===== config.mk =====
export PLATFORM = sky130hd
export DESIGN_NAME = pulse_totalizer_preset_alarm_unit_flat
export DESIGN_NICKNAME = d
export VERILOG_FILES = /design/src/sv/pta_pkg.sv /design/src/sv/pta_req_if.sv /design/src/sv/pta_rsp_if.sv /design/src/sv/pta_ctrl.sv /design/src/sv/pta_datapath.sv /design/src/sv/pulse_totalizer_preset_alarm_unit.sv /design/src/flat_wrapper.sv
export SDC_FILE = /design/constraint.sdc
export NUM_CORES = 2
export LEC_CHECK = 0
export BUFFER_PORTS_ARGS = -buffer_cell sky130_fd_sc_hd__buf_2
export CAP_MARGIN = 10
export CELL_PAD_IN_SITES_DETAIL_PLACEMENT = 1
export CELL_PAD_IN_SITES_GLOBAL_PLACEMENT = 2
export CORE_UTILIZATION = 30
export CTS_BUF_LIST = sky130_fd_sc_hd__clkbuf_8
export DETAILED_ROUTE_END_ITERATION = 10
export PLACE_DENSITY_LB_ADDON = 0.1
export SLEW_MARGIN = 10
export SYNTH_ARGS = -nofsm -noshare
export SYNTH_HDL_FRONTEND = slang
export SYNTH_SLANG_ARGS = --single-unit

===== constraint.sdc =====
create_clock -name clock -period 27.5 [get_ports clock]
set_clock_uncertainty 0.05 [all_clocks]
set_input_delay 4.125 -clock clock [delete_from_list [all_inputs] [get_ports clock]]
set_output_delay 4.125 -clock clock [all_outputs]
set_load 0.005 [all_outputs]

===== src/sv/pta_pkg.sv =====
`default_nettype none

package pta_pkg;

   // Field and register widths.
   localparam int TICK_W    = 16;
   localparam int ACC_W     = 17;
   localparam int BIT_IDX_W = 5;
   localparam int COUNT_W   = 32;
   localparam int FACTOR_W  = 32;
   localparam int PROD_W    = 64;
   localparam int TOTAL_W   = 48;
   localparam int WIDTH_W   = 47;
   localparam int DEV_W     = 49;
   localparam int CSR_IDX_W = 2;
   localparam int CSR_DATA_W = 48;

   // Register values after reset.
   localparam logic [TICK_W-1:0]   PERIOD_RESET = 16'd1000;
   localparam logic [FACTOR_W-1:0] FACTOR_RESET = 32'd65536;

   // Saturation limit of the total, 2^47 - 1.
   localparam logic [TOTAL_W-1:0] TOTAL_MAX = {1'b0, {(TOTAL_W-1){1'b1}}};

   // Configuration register indexes.
   typedef enum logic [CSR_IDX_W-1:0] {
      CSR_CONTROL_PERIOD = 2'd0,
      CSR_PULSE_FACTOR   = 2'd1,
      CSR_PRESET_VALUE   = 2'd2,
      CSR_PREALARM_WIDTH = 2'd3
   } csr_index_type;

   // Block status codes.
   typedef enum logic [1:0] {
      STATUS_NORMAL   = 2'd0,
      STATUS_PREALARM = 2'd1,
      STATUS_COUNTUP  = 2'd2,
      STATUS_PAUSED   = 2'd3
   } block_status_type;

   // Controller states.
   typedef enum logic [2:0] {
      ST_IDLE,
      ST_CHECK,
      ST_MOD,
      ST_MUL,
      ST_ADD,
      ST_CMP,
      ST_DONE
   } state_type;

   // Commands from the controller to the datapath.
   typedef struct packed {
      logic load_in;
      logic acc_keep;
      logic acc_sub;
      logic mod_start;
      logic mod_step;
      logic mul;
      logic add;
      logic cmp;
      logic publish;
   } cmd_type;

   // Status from the datapath to the controller.
   typedef struct packed {
      logic exec_needed;
      logic one_sub;
      logic mod_last;
      logic run_add;
      logic out_free;
   } stat_type;

endpackage

`default_nettype wire


===== src/sv/pta_req_if.sv =====
`default_nettype none

interface pta_req_if
   import pta_pkg::*;
   ();
   logic               valid;
   logic               ready;
   logic [TICK_W-1:0]  elapsed_ticks;
   logic [COUNT_W-1:0] pulse_count;
   logic               reset_request;
   logic               hold_switch;

   modport source (output valid, elapsed_ticks, pulse_count, reset_request, hold_switch,
                   input ready);
   modport sink (input valid, elapsed_ticks, pulse_count, reset_request, hold_switch,
                 output ready);
endinterface

`default_nettype wire


===== src/sv/pta_rsp_if.sv =====
`default_nettype none

interface pta_rsp_if
   import pta_pkg::*;
   ();
   logic                      valid;
   logic                      ready;
   logic                      executed;
   logic signed [TOTAL_W-1:0] total_value;
   logic signed [DEV_W-1:0]   deviation;
   logic [1:0]                block_status;

   modport source (output valid, executed, total_value, deviation, block_status,
                   input ready);
   modport sink (input valid, executed, total_value, deviation, block_status,
                 output ready);
endinterface

`default_nettype wire


===== src/sv/pta_ctrl.sv =====
`default_nettype none

module pta_ctrl
   import pta_pkg::*;
(
   input  wire logic     clock,
   input  wire logic     reset,
   input  wire logic     req_valid,
   output logic          req_ready,
   input  wire stat_type stat,
   output cmd_type       cmd
);

   state_type state_ff;
   state_type state_in;

   // State register.
   always_ff @(posedge clock) begin
      if (reset) begin
         state_ff <= ST_IDLE;
      end else begin
         state_ff <= state_in;
      end
   end

   // Next state and commands.
   always_comb begin
      state_in  = state_ff;
      cmd       = '0;
      req_ready = 1'b0;
      unique case (state_ff)
         ST_IDLE: begin
            req_ready = 1'b1;
            if (req_valid) begin
               cmd.load_in = 1'b1;
               state_in    = ST_CHECK;
            end
         end
         ST_CHECK: begin
            // The period has not elapsed, elapsed once, or elapsed many times.
            if (!stat.exec_needed) begin
               cmd.acc_keep = 1'b1;
               state_in     = ST_DONE;
            end else if (stat.one_sub) begin
               cmd.acc_sub = 1'b1;
               state_in    = ST_MUL;
            end else begin
               cmd.mod_start = 1'b1;
               state_in      = ST_MOD;
            end
         end
         ST_MOD: begin
            cmd.mod_step = 1'b1;
            if (stat.mod_last) begin
               state_in = ST_MUL;
            end
         end
         ST_MUL: begin
            cmd.mul  = 1'b1;
            state_in = stat.run_add ? ST_ADD : ST_DONE;
         end
         ST_ADD: begin
            cmd.add  = 1'b1;
            state_in = ST_CMP;
         end
         ST_CMP: begin
            cmd.cmp  = 1'b1;
            state_in = ST_DONE;
         end
         ST_DONE: begin
            if (stat.out_free) begin
               cmd.publish = 1'b1;
               state_in    = ST_IDLE;
            end
         end
         default: begin
            state_in = ST_IDLE;
         end
      endcase
   end

endmodule

`default_nettype wire


===== src/sv/pta_datapath.sv =====
`default_nettype none

module pta_datapath
   import pta_pkg::*;
(
   input  wire logic                  clock,
   input  wire logic                  reset,
   input  wire cmd_type               cmd,
   output stat_type                   stat,
   input  wire logic [TICK_W-1:0]     in_elapsed_ticks,
   input  wire logic [COUNT_W-1:0]    in_pulse_count,
   input  wire logic                  in_reset_request,
   input  wire logic                  in_hold_switch,
   input  wire logic                  csr_write_enable,
   input  wire logic [CSR_IDX_W-1:0]  csr_index,
   input  wire logic [CSR_DATA_W-1:0] csr_write_data,
   output logic                       out_valid,
   input  wire logic                  out_ready,
   output logic                       out_executed,
   output logic [TOTAL_W-1:0]         out_total_value,
   output logic [DEV_W-1:0]           out_deviation,
   output logic [1:0]                 out_block_status
);

   // Configuration registers.
   logic [TICK_W-1:0]   period_ff;
   logic [FACTOR_W-1:0] factor_ff;
   logic [TOTAL_W-1:0]  preset_ff;
   logic [WIDTH_W-1:0]  width_ff;

   // Item and totalizer state.
   logic [ACC_W-1:0]     acc_ff;
   logic [ACC_W-1:0]     sum_ff;
   logic [BIT_IDX_W-1:0] bit_idx_ff;
   logic [COUNT_W-1:0]   count_ff;
   logic                 rst_ff;
   logic                 hold_ff;
   logic [COUNT_W-1:0]   last_count_ff;
   logic                 last_valid_ff;
   logic                 exec_ff;
   logic [PROD_W-1:0]    prod_ff;
   logic [DEV_W-1:0]     thr_ff;
   logic [TOTAL_W-1:0]   total_ff;
   logic [DEV_W-1:0]     dev_ff;
   block_status_type     status_ff;

   // Output register.
   logic               out_valid_ff;
   logic               out_exec_ff;
   logic [TOTAL_W-1:0] out_total_ff;
   logic [DEV_W-1:0]   out_dev_ff;
   logic [1:0]         out_status_ff;

   logic [TICK_W-1:0]  period_eff;
   logic [ACC_W-1:0]   period_ext;
   logic [ACC_W-1:0]   shifted;
   logic [ACC_W-1:0]   mod_next;
   logic [COUNT_W-1:0] diff;
   logic [PROD_W-1:0]  prod_in;
   logic [DEV_W-1:0]   sum_wide;
   logic [TOTAL_W-1:0] total_sat;
   logic [DEV_W-1:0]   total_wide;
   logic [DEV_W-1:0]   preset_wide;
   logic [DEV_W-1:0]   dev_in;

   // A period of zero behaves as a period of one.
   assign period_eff = (period_ff == '0) ? TICK_W'(1) : period_ff;
   assign period_ext = {1'b0, period_eff};

   // One restoring step of the remainder: shift in the next dividend bit.
   assign shifted  = {acc_ff[ACC_W-2:0], sum_ff[bit_idx_ff]};
   assign mod_next = (shifted >= period_ext) ? (shifted - period_ext) : shifted;

   // Counter difference wraps at the counter width.
   assign diff    = count_ff - last_count_ff;
   assign prod_in = PROD_W'(factor_ff) * PROD_W'(diff);

   // Saturating add: the product is never negative, so only the top limit applies.
   assign sum_wide = {total_ff[TOTAL_W-1], total_ff} + {2'b00, prod_ff[WIDTH_W-1:0]};
   always_comb begin
      if (prod_ff[PROD_W-1:WIDTH_W] != '0) begin
         total_sat = TOTAL_MAX;
      end else if (!sum_wide[DEV_W-1] && sum_wide[TOTAL_W-1]) begin
         total_sat = TOTAL_MAX;
      end else begin
         total_sat = sum_wide[TOTAL_W-1:0];
      end
   end

   assign total_wide  = {total_ff[TOTAL_W-1], total_ff};
   assign preset_wide = {preset_ff[TOTAL_W-1], preset_ff};
   assign dev_in      = preset_wide - total_wide;

   // Status to the controller.
   assign stat.exec_needed = (sum_ff >= period_ext);
   assign stat.one_sub     = (sum_ff < {period_eff, 1'b0});
   assign stat.mod_last    = (bit_idx_ff == '0);
   assign stat.run_add     = last_valid_ff && !hold_ff;
   assign stat.out_free    = !out_valid_ff || out_ready;

   // Configuration writes.
   always_ff @(posedge clock) begin
      if (reset) begin
         period_ff <= PERIOD_RESET;
         factor_ff <= FACTOR_RESET;
         preset_ff <= '0;
         width_ff  <= '0;
      end else if (csr_write_enable) begin
         unique case (csr_index_type'(csr_index))
            CSR_CONTROL_PERIOD: period_ff <= csr_write_data[TICK_W-1:0];
            CSR_PULSE_FACTOR:   factor_ff <= csr_write_data[FACTOR_W-1:0];
            CSR_PRESET_VALUE:   preset_ff <= csr_write_data[TOTAL_W-1:0];
            CSR_PREALARM_WIDTH: width_ff  <= csr_write_data[WIDTH_W-1:0];
            default: begin
            end
         endcase
      end
   end

   // Item capture; these registers hold payload only.
   always_ff @(posedge clock) begin
      if (cmd.load_in) begin
         sum_ff   <= acc_ff + ACC_W'(in_elapsed_ticks);
         count_ff <= in_pulse_count;
         rst_ff   <= in_reset_request;
         hold_ff  <= in_hold_switch;
      end
      if (cmd.mod_start) begin
         bit_idx_ff <= BIT_IDX_W'(ACC_W - 1);
      end else if (cmd.mod_step) begin
         bit_idx_ff <= bit_idx_ff - BIT_IDX_W'(1);
      end
      if (cmd.mul) begin
         prod_ff <= prod_in;
         thr_ff  <= preset_wide - {2'b00, width_ff};
      end
   end

   // Tick accumulator and execution flag.
   always_ff @(posedge clock) begin
      if (reset) begin
         acc_ff  <= '0;
         exec_ff <= 1'b0;
      end else if (cmd.acc_keep) begin
         acc_ff  <= sum_ff;
         exec_ff <= 1'b0;
      end else if (cmd.acc_sub) begin
         acc_ff  <= sum_ff - period_ext;
         exec_ff <= 1'b1;
      end else if (cmd.mod_start) begin
         acc_ff  <= '0;
         exec_ff <= 1'b1;
      end else if (cmd.mod_step) begin
         acc_ff <= mod_next;
      end
   end

   // Totalizer state: latch counter, clear on request, add, compare.
   always_ff @(posedge clock) begin
      if (reset) begin
         last_count_ff <= '0;
         last_valid_ff <= 1'b0;
         total_ff      <= '0;
         dev_ff        <= '0;
         status_ff     <= STATUS_NORMAL;
      end else if (cmd.mul) begin
         last_count_ff <= count_ff;
         last_valid_ff <= 1'b1;
         if (rst_ff) begin
            total_ff <= '0;
         end
         if (hold_ff) begin
            status_ff <= STATUS_PAUSED;
         end
      end else if (cmd.add) begin
         total_ff <= total_sat;
      end else if (cmd.cmp) begin
         dev_ff <= dev_in;
         if ($signed(total_wide) < $signed(thr_ff)) begin
            status_ff <= STATUS_NORMAL;
         end else if ($signed(total_wide) >= $signed(preset_wide)) begin
            status_ff <= STATUS_COUNTUP;
         end else begin
            status_ff <= STATUS_PREALARM;
         end
      end
   end

   // Output register; frees the controller while a result waits.
   always_ff @(posedge clock) begin
      if (reset) begin
         out_valid_ff <= 1'b0;
      end else if (cmd.publish) begin
         out_valid_ff <= 1'b1;
      end else if (out_ready) begin
         out_valid_ff <= 1'b0;
      end
   end

   always_ff @(posedge clock) begin
      if (cmd.publish) begin
         out_exec_ff   <= exec_ff;
         out_total_ff  <= total_ff;
         out_dev_ff    <= dev_ff;
         out_status_ff <= status_ff;
      end
   end

   assign out_valid        = out_valid_ff;
   assign out_executed     = out_exec_ff;
   assign out_total_value  = out_total_ff;
   assign out_deviation    = out_dev_ff;
   assign out_block_status = out_status_ff;

endmodule

`default_nettype wire


===== src/sv/pulse_totalizer_preset_alarm_unit.sv =====
// Each accepted item is checked against the period. If it does not elapse, the result is
// published; if it elapses once, one subtraction precedes the multiply, add and compare;
// when the ticks reach two periods or more, the 17-step restoring remainder loop precedes
// them. A held or first-sample execution skips the add and compare. One item at a time:
// the next is taken the cycle after the result is registered, later while a result waits.
// Reset is synchronous and active high; it restores the register defaults and clears state.
`default_nettype none

module pulse_totalizer_preset_alarm_unit
   import pta_pkg::*;
(
   input  wire logic                  clock,
   input  wire logic                  reset,
   pta_req_if.sink                    req_channel,
   pta_rsp_if.source                  rsp_channel,
   input  wire logic                  csr_write_enable,
   input  wire logic [CSR_IDX_W-1:0]  csr_index,
   input  wire logic [CSR_DATA_W-1:0] csr_write_data
);

   cmd_type            cmd;
   stat_type           stat;
   logic               req_ready;
   logic               rsp_valid;
   logic               rsp_executed;
   logic [TOTAL_W-1:0] rsp_total;
   logic [DEV_W-1:0]   rsp_dev;
   logic [1:0]         rsp_status;

   // Sequencing of each item.
   pta_ctrl u_ctrl (
      .clock     (clock),
      .reset     (reset),
      .req_valid (req_channel.valid),
      .req_ready (req_ready),
      .stat      (stat),
      .cmd       (cmd)
   );

   // Registers, arithmetic and the output register.
   pta_datapath u_datapath (
      .clock            (clock),
      .reset            (reset),
      .cmd              (cmd),
      .stat             (stat),
      .in_elapsed_ticks (req_channel.elapsed_ticks),
      .in_pulse_count   (req_channel.pulse_count),
      .in_reset_request (req_channel.reset_request),
      .in_hold_switch   (req_channel.hold_switch),
      .csr_write_enable (csr_write_enable),
      .csr_index        (csr_index),
      .csr_write_data   (csr_write_data),
      .out_valid        (rsp_valid),
      .out_ready        (rsp_channel.ready),
      .out_executed     (rsp_executed),
      .out_total_value  (rsp_total),
      .out_deviation    (rsp_dev),
      .out_block_status (rsp_status)
   );

   assign req_channel.ready        = req_ready;
   assign rsp_channel.valid        = rsp_valid;
   assign rsp_channel.executed     = rsp_executed;
   assign rsp_channel.total_value  = rsp_total;
   assign rsp_channel.deviation    = rsp_dev;
   assign rsp_channel.block_status = rsp_status;

   // The controller issues at most one command in any cycle.
   assert property (@(posedge clock) disable iff (reset)
      $onehot0({cmd.load_in, cmd.acc_keep, cmd.acc_sub, cmd.mod_start, cmd.mod_step,
                cmd.mul, cmd.add, cmd.cmp, cmd.publish}))
      else $error("more than one datapath command in a cycle");

   // Once an item is taken, no further item is taken until its result is registered.
   assert property (@(posedge clock) disable iff (reset)
      req_channel.valid && req_ready |=> !req_ready)
      else $error("item accepted while the previous one is in progress");

   // A published result is presented on the next cycle.
   assert property (@(posedge clock) disable iff (reset)
      cmd.publish |=> rsp_valid)
      else $error("published result not presented");

   // A result is only published when the output register is free.
   assert property (@(posedge clock) disable iff (reset)
      cmd.publish |-> (!rsp_valid || rsp_channel.ready))
      else $error("result overwrites one still waiting");

endmodule

`default_nettype wire


===== src/flat_wrapper.sv =====
// flat-port wrapper written by rule: the top's interface ports become plain ports
module pulse_totalizer_preset_alarm_unit_flat import pta_pkg::*;
  (clock, reset, csr_write_enable, csr_index, csr_write_data, req_channel_valid, req_channel_elapsed_ticks, req_channel_pulse_count, req_channel_reset_request, req_channel_hold_switch, req_channel_ready, rsp_channel_valid, rsp_channel_executed, rsp_channel_total_value, rsp_channel_deviation, rsp_channel_block_status, rsp_channel_ready);
  pta_req_if req_channel_i ();
  pta_rsp_if rsp_channel_i ();
  input  wire logic clock;
  input  wire logic reset;
  input  wire logic csr_write_enable;
  input  wire logic [CSR_IDX_W-1:0] csr_index;
  input  wire logic [CSR_DATA_W-1:0] csr_write_data;
  input wire logic [$bits(req_channel_i.valid)-1:0] req_channel_valid;
  input wire logic [$bits(req_channel_i.elapsed_ticks)-1:0] req_channel_elapsed_ticks;
  input wire logic [$bits(req_channel_i.pulse_count)-1:0] req_channel_pulse_count;
  input wire logic [$bits(req_channel_i.reset_request)-1:0] req_channel_reset_request;
  input wire logic [$bits(req_channel_i.hold_switch)-1:0] req_channel_hold_switch;
  output wire logic [$bits(req_channel_i.ready)-1:0] req_channel_ready;
  output wire logic [$bits(rsp_channel_i.valid)-1:0] rsp_channel_valid;
  output wire logic [$bits(rsp_channel_i.executed)-1:0] rsp_channel_executed;
  output wire logic [$bits(rsp_channel_i.total_value)-1:0] rsp_channel_total_value;
  output wire logic [$bits(rsp_channel_i.deviation)-1:0] rsp_channel_deviation;
  output wire logic [$bits(rsp_channel_i.block_status)-1:0] rsp_channel_block_status;
  input wire logic [$bits(rsp_channel_i.ready)-1:0] rsp_channel_ready;
  assign req_channel_i.valid = req_channel_valid;
  assign req_channel_i.elapsed_ticks = req_channel_elapsed_ticks;
  assign req_channel_i.pulse_count = req_channel_pulse_count;
  assign req_channel_i.reset_request = req_channel_reset_request;
  assign req_channel_i.hold_switch = req_channel_hold_switch;
  assign req_channel_ready = req_channel_i.ready;
  assign rsp_channel_valid = rsp_channel_i.valid;
  assign rsp_channel_executed = rsp_channel_i.executed;
  assign rsp_channel_total_value = rsp_channel_i.total_value;
  assign rsp_channel_deviation = rsp_channel_i.deviation;
  assign rsp_channel_block_status = rsp_channel_i.block_status;
  assign rsp_channel_i.ready = rsp_channel_ready;
  pulse_totalizer_preset_alarm_unit u_core (.clock(clock), .reset(reset), .req_channel(req_channel_i), .rsp_channel(rsp_channel_i), .csr_write_enable(csr_write_enable), .csr_index(csr_index), .csr_write_data(csr_write_data));
endmodule

==> reports/summary.txt <==
POWER AND IR DROP
----------------------------------------------------------------------------------------------------
Total leakage power                                                                          33.9 nW
Power per cell area                                                                       118 nW/µm²
Highest ir drop seen on vdd                                                                 0.177 mV
Total chip power                                                                           0.00875 W

ROUTING
----------------------------------------------------------------------------------------------------
DRC errors left                                                                                    0
DRT antenna net count                                                                              0
Vias after detailed routing                                                                    53471
Total iterations of the first detailed-routing run                                                 7
DRT iter0 DRCs                                                                                  2557
Per-cell via count in the routed design                                                         4.99
Final routed wire length divided by cell count                                               23.7 µm
Sum of routed wire length over all layers                                                     254 mm

YOSYS
----------------------------------------------------------------------------------------------------
Post-synth top cells                                                                    1204 x inv_1, 1182 x nand2_1, 903 x fa_1
Number of register bits inferred by synthesis                                                    566
Number of flops mapped to enable cells by yosys                                                  264
Net count after synthesis                                                                       9201
Cell type with the largest total area after synthesis                                           fa_1
Cell with the most instances after synthesis                                                   inv_1
Count of cell types in the netlist                                                                86
Flip-flop cell with the highest count after synthesis                                        dfxtp_1
Mapped Cells                                                                                    7643
Asr flop ratio synth                                                                               0
Synthesized cell area                                                                      67300 µm²
Area share of the largest cell type after synthesis                                            0.268
Yosys synthesis warning count                                                                      0
Dominant cells by area after synthesis                                                  fa_1 27%, edfxtp_1 12%, ha_1 10%, dfxtp_1 9.0%, inv_1 6.7%
Sequential area share after synthesis                                                          0.208
Post-Synthesis Mean Instance Area                                                           8.81 µm²

SETUP PATH
----------------------------------------------------------------------------------------------------
Slack of the worst reg-to-reg path                                                          16440 ps
CP Capture Type                                                                            flip-flop
FF-to-FF path depth                                                                               36
Top fanout value on the critical path                                                             32
CP startpoint kind                                                                         flip-flop
Critical path's largest stage delay                                                           650 ps
Cell with the biggest individual delay on the critical path                                  o31ai_1
Type of the worst setup path                                                            flip-flop to flip-flop
Most numerous cell on the critical path                                                         fa_1
WP data required                                                                            27990 ps
Critical path data arrival time                                                             11560 ps

STA
----------------------------------------------------------------------------------------------------
Minimum clock period                                                                        11060 ps
Fin crit share                                                                                 0.402
Tightest Pin Transition                                                                      1080 ps
Sum of negative setup slack                                                                     0 ps
Total of endpoints with negative setup slack in the final report                                   0
Number of hold violations in the final report                                                      0
Count of final max-slew check failures                                                             0
Setup repair after global routing missed its margin                                            false
Max frequency                                                                               90.4 MHz
Slew headroom                                                                                  0.275

FINISH
----------------------------------------------------------------------------------------------------
Fraction of layout instances using a drive strength above 1                                   0.0740
Number of nets in the layout                                                                    9214
Combined area of the multi-input logic cells                                               47600 µm²
Fill cells                                                                                     25904
Storage element area                                                                       14000 µm²
Synth-to-layout area growth                                                                    9.92%

PLACEMENT
----------------------------------------------------------------------------------------------------
Final weighted congestion in routability-driven placement                                      0.864
Detailed Place HPWL                                                                           195 mm
Number of buffer cells added on primary ports                                                    206

CLOCK NETWORK
----------------------------------------------------------------------------------------------------
TritonCTS buffer count                                                                           102
Number of gates resized after CTS                                                                  0
Number of buffers between clock root and the deepest sink                                          3
Number of buffers added for setup after CTS                                                        0
Clock-pin slew reported for the worst setup and hold paths after clock tree synthesis          70 ps
Clock tree from TritonCTS                                                                      built
Clock tree root driver cell                                                                 clkbuf_8
Sinks on the clock net                                                                           566
Number of levels the H-tree was split into                                                         3
CTS hold repair buffers                                                                            0
Source-to-sink clock delay at the later pin of the worst-skew pair                            830 ps

GRT
----------------------------------------------------------------------------------------------------
Via count of the first global-routing pass                                                     57938
Total routing usage reported by global routing                                                 0.226
Number of antenna violations at the first check in global routing                                 27
First-pass GRT wire length                                                                    381 mm
Pin count of the biggest net entering global routing                                             155
Total congestion overflow after global routing                                                     0

OUTCOME
----------------------------------------------------------------------------------------------------
Status                                                                                  finished clean

WORST HOLD PATH
----------------------------------------------------------------------------------------------------
Hold depth                                                                                         0
Type of the worst min-delay path                                                        flip-flop to flip-flop

DIE
----------------------------------------------------------------------------------------------------
Floorplan die height                                                                          476 µm
Top-level I/O count                                                                              207
Initial cell density of the core                                                               0.302
Number of placement rows                                                                         173
CORE AREA                                                                                 223000 µm²
Die span in x                                                                                 476 µm
Die area                                                                                  226000 µm²

RUN
----------------------------------------------------------------------------------------------------
Max Cap Viol                                                                                       0

-- report_power, final --
group	switching [W]	internal [W]
logic	0.00425	0.00228
registers	0.000140	0.00118
clock network	0.000400	0.000499
total	0.00479	0.00396
-- cell families after synthesis --
kind of cell / count (synthesis) / synth area share
compound gates: 1334 / 0.125
xor+xnor: 235 / 0.0306
fa+ha+maj: 1453 / 0.371
buf+inv: 1623 / 0.0908
flops: 566 / 0.208
mux: 24 / 0.00461
simple gates: 2408 / 0.171
-- routing by layer --
metal | part of all wire | track usage | up-vias | wire length (µm)
li1 | - | - | 24777 | -
met1 | 0.47 | 0.308 | 27653 | 119000
met2 | 0.49 | 0.391 | 784 | 123000
met3 | 0.025 | 0.0124 | 255 | 6370
met4 | 0.022 | 0.0520 | 2 | 5470
met5 | 0.000075 | 0 | - | 19
-- cells in the final DEF, fill, tap and decap left out, drive strengths merged, types with 28 or more instances in the layout --
| master | instances |
|---|---|
| inv | 1234 |
| nand2 | 1182 |
| fa | 903 |
| ha | 550 |
| a21oi | 506 |
| and2 | 397 |
| buf | 326 |
| dfxtp | 302 |
| edfxtp | 264 |
| nor2 | 239 |
| o21ai | 225 |
| a21o | 183 |
| xnor2 | 161 |
| nand3 | 129 |
| clkbuf | 119 |
| nor2b | 92 |
| xor2 | 74 |
| nor3 | 65 |
| o211ai | 55 |
| nand4 | 50 |
| nand2b | 48 |
| a31oi | 45 |
| o21a | 44 |
| a211oi | 44 |
| nor4b | 41 |
| a311oi | 39 |
| and3 | 39 |
| nor3b | 38 |
| o21bai | 29 |
| or3 | 28 |
-- flip-flops by register name, summed over array words and instances (netlist names), 16 cells and up --
| register | cells |
|---|---|
| u_core.u_datapath.thr_ff | 49 |
| u_core.u_datapath.out_deviation | 49 |
| u_core.u_datapath.factor_ff | 32 |
| u_core.u_datapath.width_ff | 47 |
| u_core.u_datapath.total_ff | 48 |
| u_core.u_datapath.period_ff | 16 |
| u_core.u_datapath.acc_ff | 17 |
| u_core.u_datapath.prod_ff | 64 |
| u_core.u_datapath.dev_ff | 49 |
| u_core.u_datapath.preset_ff | 48 |
| u_core.u_datapath.out_total_value | 48 |
| u_core.u_datapath.count_ff | 32 |
| u_core.u_datapath.last_count_ff | 32 |
| u_core.u_datapath.sum_ff | 17 |
-- final timing paths --
kind,start,endpoint
max reg2reg,u_core.u_datapath.count_ff[0]$_DFFE_PP_,u_core.u_datapath.prod_ff[63]$_DFFE_PP_
max,u_core.u_datapath.count_ff[0]$_DFFE_PP_,u_core.u_datapath.prod_ff[63]$_DFFE_PP_
min,u_core.u_datapath.dev_ff[7]$_SDFFE_PP0P_,u_core.u_datapath.out_deviation[7]$_DFFE_PP_
min reg2reg,u_core.u_datapath.dev_ff[7]$_SDFFE_PP0P_,u_core.u_datapath.out_deviation[7]$_DFFE_PP_
-- stage by stage --
stage / setup slack [ps] / hold slack [ps] / area, µm² / cells / util
floorplan: 18010 / 350 / 67300 / 7643 / -
global placement: 16580 / 363 / 71700 / 10527 / 0.322
detailed placement: 16490 / 360 / 71700 / 10527 / 0.322
CTS: 16390 / 368 / 74000 / 10717 / 0.332
global route: 15670 / 378 / 74000 / 10720 / 0.332
finish: 16440 / 361 / 74000 / 10721 / 0.332
-- final cells by class --
| type | instances | area share |
|---|---|---|
| clock inverters | 71 | 0.00833 |
| multi-input cells | 5454 | 0.643 |
| flip-flops and latches | 566 | 0.189 |
| diodes | 4 | 0.000135 |
| inverters | 1206 | 0.0612 |
| well taps | 2975 | 0.0503 |
| repair buffers | 326 | 0.0264 |
| clock buffers | 119 | 0.0221 |
-- worst max-delay path: cells and delay by family (launching register included) --
kind	cells	cell delay [ps]
AOI/OAI and AO/OA	13	3660
xor gates and xnor gates	2	260
adders and majority gates	11	4770
buffers and inverters	5	650
DFF	1	390
and+or+nand+nor	5	940
(Power assumes the default switching activity.)
